--- src/rtl/hist_eq_pkg.sv ---
`default_nettype none

package hist_eq_pkg;

	localparam int MAX_PIXELS = 1048576;
	localparam int BIN_COUNT  = 256;
	localparam int BIN_W      = $clog2(BIN_COUNT);
	localparam int CNT_W      = $clog2(MAX_PIXELS + 1);
	localparam int NUM_W      = CNT_W + 8;
	localparam int DIV_STEPS  = 9;
	localparam int STEP_W     = $clog2(DIV_STEPS);

	localparam logic [CNT_W-1:0] MAX_CNT = CNT_W'(MAX_PIXELS);

	localparam logic [1:0] OP_COUNT = 2'd0;
	localparam logic [1:0] OP_ACCUM = 2'd1;
	localparam logic [1:0] OP_MAP   = 2'd2;
	localparam logic [1:0] OP_CLEAR = 2'd3;

	typedef struct packed {
		logic             rd_en;
		logic [BIN_W-1:0] rd_addr;
		logic             wr_en;
		logic [BIN_W-1:0] wr_addr;
		logic [CNT_W-1:0] wr_data;
		logic             clear;
	} ram_req_t;

	typedef struct packed {
		logic             start;
		logic [NUM_W-1:0] numer;
		logic [CNT_W-1:0] denom;
	} div_req_t;

endpackage

`default_nettype wire

--- src/rtl/hist_eq_divider.sv ---
`default_nettype none

module hist_eq_divider (
	input  wire                   clk,
	input  wire                   arst_n,
	input  hist_eq_pkg::div_req_t req,
	output logic                  done,
	output logic [7:0]            quotient
);

	logic                             busy_q;
	logic [hist_eq_pkg::STEP_W-1:0]   step_q;
	logic [hist_eq_pkg::NUM_W-1:0]    rem_q;
	logic [hist_eq_pkg::NUM_W-1:0]    dsh_q;
	logic [7:0]                       quo_q;
	logic                             done_q;
	logic [7:0]                       quotient_q;
	logic                             ge;
	logic [8:0]                       quo_full;

	assign ge       = rem_q >= dsh_q;
	assign quo_full = {quo_q, ge};

	// Restoring division, one quotient bit per cycle; a ninth bit marks overflow.
	always_ff @(posedge clk or negedge arst_n) begin
		if (!arst_n) begin
			busy_q <= 1'b0;
			step_q <= '0;
			done_q <= 1'b0;
		end else begin
			done_q <= 1'b0;
			if (busy_q) begin
				step_q <= step_q + hist_eq_pkg::STEP_W'(1);
				if (step_q == hist_eq_pkg::STEP_W'(hist_eq_pkg::DIV_STEPS - 1)) begin
					busy_q <= 1'b0;
					done_q <= 1'b1;
				end
			end else if (req.start) begin
				busy_q <= 1'b1;
				step_q <= '0;
			end
		end
	end

	always_ff @(posedge clk) begin
		if (busy_q) begin
			if (ge) begin
				rem_q <= rem_q - dsh_q;
			end
			dsh_q <= dsh_q >> 1;
			quo_q <= quo_full[7:0];
			quotient_q <= quo_full[8] ? 8'd255 : quo_full[7:0];
		end else if (req.start) begin
			rem_q <= req.numer;
			dsh_q <= {req.denom, 8'd0};
			quo_q <= '0;
		end
	end

	assign done     = done_q;
	assign quotient = quotient_q;

endmodule

`default_nettype wire
--- config.mk ---
export PLATFORM = sky130hd
export DESIGN_NAME = hist_eq_divider
export DESIGN_NICKNAME = d
export VERILOG_FILES = /design/src/rtl/hist_eq_pkg.sv /design/src/rtl/hist_eq_divider.sv
export SDC_FILE = /design/constraint.sdc
export NUM_CORES = 1
export LEC_CHECK = 0
export BUFFER_PORTS_ARGS = -buffer_cell sky130_fd_sc_hd__buf_2
export CAP_MARGIN = 25
export CORE_MARGIN = 3
export CORE_UTILIZATION = 30
export DETAILED_ROUTE_END_ITERATION = 16
export PLACE_DENSITY = 0.56
export SYNTH_ARGS = -nofsm -noshare
export SYNTH_HDL_FRONTEND = slang
export SYNTH_SLANG_ARGS = --single-unit
--- constraint.sdc ---
create_clock -name clk -period 9.9 [get_ports clk]
set_input_delay 1.98 -clock clk [delete_from_list [all_inputs] [get_ports clk]]
set_output_delay 1.98 -clock clk [all_outputs]
set_load 0.005 [all_outputs]
# [Word-level counts from Yosys, hierarchy flattened]
# Cells that the tools add are included.
[classes] n_mux=14 n_reduce_logical=2 add_sub_neg=2 n_eq_ne=2 n_lt_le_gt_ge=1
[op_table] operator="29-bit 2-to-1 mux" n=3
[op_table] operator="28-bit 2-to-1 mux" n=2
[op_table] operator="29-bit >= comparator" n=1
[op_table] operator="29-bit subtractor" n=1
[op_table] operator="8-bit 2-to-1 mux" n=2
[op_table] operator="4-bit 2-to-1 mux" n=2
[op_table] operator="1-bit 2-to-1 mux" n=5
[op_table] operator="4-bit by 1-bit adder with 4-bit output, second input constant" n=1
[op_table] operator="4-bit equality test, second input constant" n=1
[op_table] operator="2-bit by 1-bit != test with 1-bit output, second input constant" n=1
[op_table] operator="2-bit AND reduction" n=1
[op_table] operator="2-bit nonzero test" n=1
[totals] output_inout_bits=9 word_cells=29 input_bits=53 register_bits=80

# [Depth between registers and ports, before layout]
[depth] ltp_word=3 mapped_depth=10 mapped_depth_nobuf=10

# [Least setup slack after synthesis]
# OpenSTA, ideal clock, no wires.
[synth_path] path_type="input to register" from="input req[50] (netlist bit)" to="register rem_q[0] (netlist bit), enable pin" slack_ns=5.902 required_ns=9.467 arrival_ns=3.565 n_path_buf=0 cell_stages=2 setup_time_ns=0.433 cell_sequence="nor2_1 -> a31oi_1"
[synth_between] elab_chain_len=2
[synth_lines] element="from (decl)" line="hist_eq_divider.sv:6" rtl="input hist_eq_pkg::div_req_t req,"
[synth_lines] element="2-bit nonzero test (no line)"
[synth_lines] element="2-bit AND reduction (no line)"
[synth_lines] element="to (signal assigned)" line="hist_eq_divider.sv:48" rtl="rem_q <= rem_q - dsh_q;"
[synth_lines] element="to (signal assigned)" line="hist_eq_divider.sv:54" rtl="rem_q <= req.numer;"
[synth_lines] element="to (decl)" line="hist_eq_divider.sv:13" rtl="logic [hist_eq_pkg::NUM_W-1:0] rem_q;"
# No other way between the ends.
# A chain may end at the register's enable or synchronous reset.

# [Worst setup path in the final report]
[layout_path] from="register rem_q[1] (netlist bit)" to="register rem_q[13] (netlist bit), enable pin"
[layout_between] elab_chain_len=3
[layout_lines] element="29-bit >= comparator" line="hist_eq_divider.sv:21" rtl="assign ge = rem_q >= dsh_q;"
[layout_lines] element="2-bit by 1-bit != test with 1-bit output (no line)"
[layout_lines] element="2-bit AND reduction (no line)"
# No other way between the ends.

==> impl_metrics.toml <==
[layout]
diodes = 0
syn_to_final_growth_pct = 15.6
fin_nets = 648
drive_above_1_share_pct = 23.9

[synth]
synthTopCellsByCount = "edfxtp_1 (73), nand2_1 (50), inv_1 (41), nor2_1 (41), a21oi_1 (32)"
ys_warn_count = 0
seq_area_frac_synth_pct = 45.2
synth_seq_cells = 80
synth_ff_type = "edfxtp_1"
synth.area.top_cells = "edfxtp_1 (42%), ha_1 (7.4%), mux2_2 (6.7%), nand2_1 (3.6%), a21oi_1 (3.1%)"
synth_top_area_share_pct = 42.0
synth_edf_count = 73
async_reset_ff_share_pct = 7.50
synth.most_common_cell = "edfxtp_1"
ys_types = 63
synth_area_um2 = 5220
synth_nets = 594
postSynthAreaPerCell_um2 = 10.3
synth_cells = 509
synth_top_cell_by_area = "edfxtp_1"

[worst_setup_path]
crit_chain = "ha_1 > nor2b_1 > o2111ai_1 > a211oi_1 > o2111a_1 > o211ai_1 > a31oi_2 > buf_4"
reg2regPathDepth = 8
required_ns = 9.91
rr_endpoint = "rem_q[13]"
crit_type = "reg2reg"
crit_arrival_ns = 3.17
cp_slowest_stage_delay_ns = 0.59
setup.worst_path.start_class = "flip-flop"
path_delay_family = "compound AO/OA/AOI/OAI gates"
r2r_slack_ns = 6.73
crit_fanout = 29
worst-path-buf-inv = 1
timing.rr.start = "rem_q[1]"
critPathSlowestCell = "a211oi_1"
worstSetupEndpointType = "flip-flop"

[timing]
worst_pin_slew_ns = 0.650
rsz0062_at_grt = "no"
slew_violations = 0
setup_viol = 0
finalClockSkew_ns = 0.00593
fin_setup_tns_ns = 0
min_period_ns = 3.17
slew_headroom_pct = 56.3
fin_crit_sh_pct = 32.0
setup_ws_ns = 6.73
hold_viol = 0
fmax_mhz = 316

[clocking]
post_cts_resized = 0
clk_pin_slew_worst_paths_ns = 0.06
holdBufCountCts = 0
cts_htree_levels = 3
cts_buffers = 9
cts_tree = "done"
post-cts-setup-buffers = 0
clock_sinks = 80
cts-root-buf = "clkbuf_16"
clk_latency_ns = 0.35
clockBufferDepth = 2

[detailed_routing]
drtPass1Iterations = 5
antenna_left = 0
avgViaCountPerCell = 5.20
drc = 0
vias = 4094
drtIter0Drc = 299
drt-total-wl_um = 12500
wire_per_inst_um = 15.8

[global_route]
grt_max_degree = 45
grt_pass1_wl_um = 20300
antenna_found_initial = 0
first_global_vias = 4064
grt_usage_pct = 13.6
grt.overflow.total = 0

[placement]
portBuffers = 61
dp_hpwl_um = 9170
routabilityCongestion = 0.860
dp_slack_ns = 6.61

[hold_path]
hp-class = "reg2reg"
worstHoldPathCells = 1
min_to = "quotient[6]"
min-delay-start = "quo_q[5]"

[die]
dieArea_um2 = 19000
initial_core_util_pct = 31.1
num_io_pins = 62
coreArea_um2 = 16800
die_y_um = 138
die_w_um = 138
rows = 47

[status]
status = "finished clean"

[run]
cap_violations = 0
## cells in the final DEF (no fill, tap or decap), types with 6 or more instances in the layout
cell	count
and2_1	7
a21oi_1	32
nand2_1	50
inv_1	41
buf_2	61
edfxtp_1	73
nor3_1	7
or2_2	9
ha_1	31
o21ai_0	20
o21a_1	9
xnor2_1	9
o211ai_1	8
nand3_1	7
o31ai_1	7
a21o_1	9
nor2_1	41
clkbuf_16	9
and3_1	6
mux2_2	31
nand4_1	12
## per-layer routing
metal | vias to the layer above | part of all wire (%) | global-route usage, %
li1 | 1996 | - | -
met1 | 1980 | 45 | 17.6
met2 | 101 | 47 | 22.4
met3 | 17 | 5.8 | 2.47
met4 | 0 | 2.2 | 6.04
met5 | - | 0 | 0
## worst max path at each step
stage / cells after the start / endpoint / start / slack, ns
2_1_floorplan: 2 / rem_q[0] / req[50] / 5.90
3_3_place_gp: 6 / step_q[2] / req[50] / 6.68
3_5_place_dp: 6 / step_q[2] / req[50] / 6.61
4_1_cts: 8 / rem_q[22] / rem_q[1] / 6.72
5_1_grt: 8 / rem_q[22] / rem_q[1] / 6.48
6_report: 8 / rem_q[13] / rem_q[1] / 6.73
## sequential cells by signal, summed over array words and instances (netlist names)
| name | flops |
|---|---|
| busy_q | 1 |
| quo_q | 8 |
| quotient | 8 |
| dsh_q | 29 |
| step_q | 4 |
| rem_q | 29 |
| done | 1 |
## logic make-up (layout without fill, tap and decap cells)
kind of cell	count (synthesis)	count (layout)	synth area share [%]
AOI/OAI and AO/OA	134	134	18.2
buffers and inverters	64	123	5.60
DFF	80	80	45.2
muxes	33	33	7.07
and+or+nand+nor	153	153	13.9
xor gates and xnor gates	13	13	2.18
adders and majority gates	32	32	7.81
## per-stage QoR
| step | hold slack [ns] | area [um2] | utilization [%] | instances |
|---|---|---|---|---|
| floorplan | 0.477 | 5220 | - | 509 |
| global placement | 0.501 | 5710 | 33.9 | 772 |
| detailed placement | 0.517 | 5710 | 33.9 | 772 |
| CTS | 0.535 | 6040 | 35.9 | 788 |
| global route | 0.556 | 6040 | 35.9 | 788 |
| finish | 0.536 | 6040 | 35.9 | 788 |
## worst reg2reg max path, stage by stage, from the launching register on
cell	delay (ns)
edfxtp_1	0.43
ha_1	0.32
nor2b_1	0.17
o2111ai_1	0.23
a211oi_1	0.59
o2111a_1	0.31
o211ai_1	0.15
a31oi_2	0.21
buf_4	0.41
## final cells by class
cell class,instances,area [um2]
Clock inverter,7,109
Multi-Input combinational cell,365,2570
Timing Repair Buffer,65,335
Fill cell,1761,10800
Inverter,42,158
Tap cell,220,275
Sequential cell,80,2360
Clock buffer,9,225
Power is not shown: default switching activity piles up to over one toggle a cycle in this logic, so the estimate is an artifact.
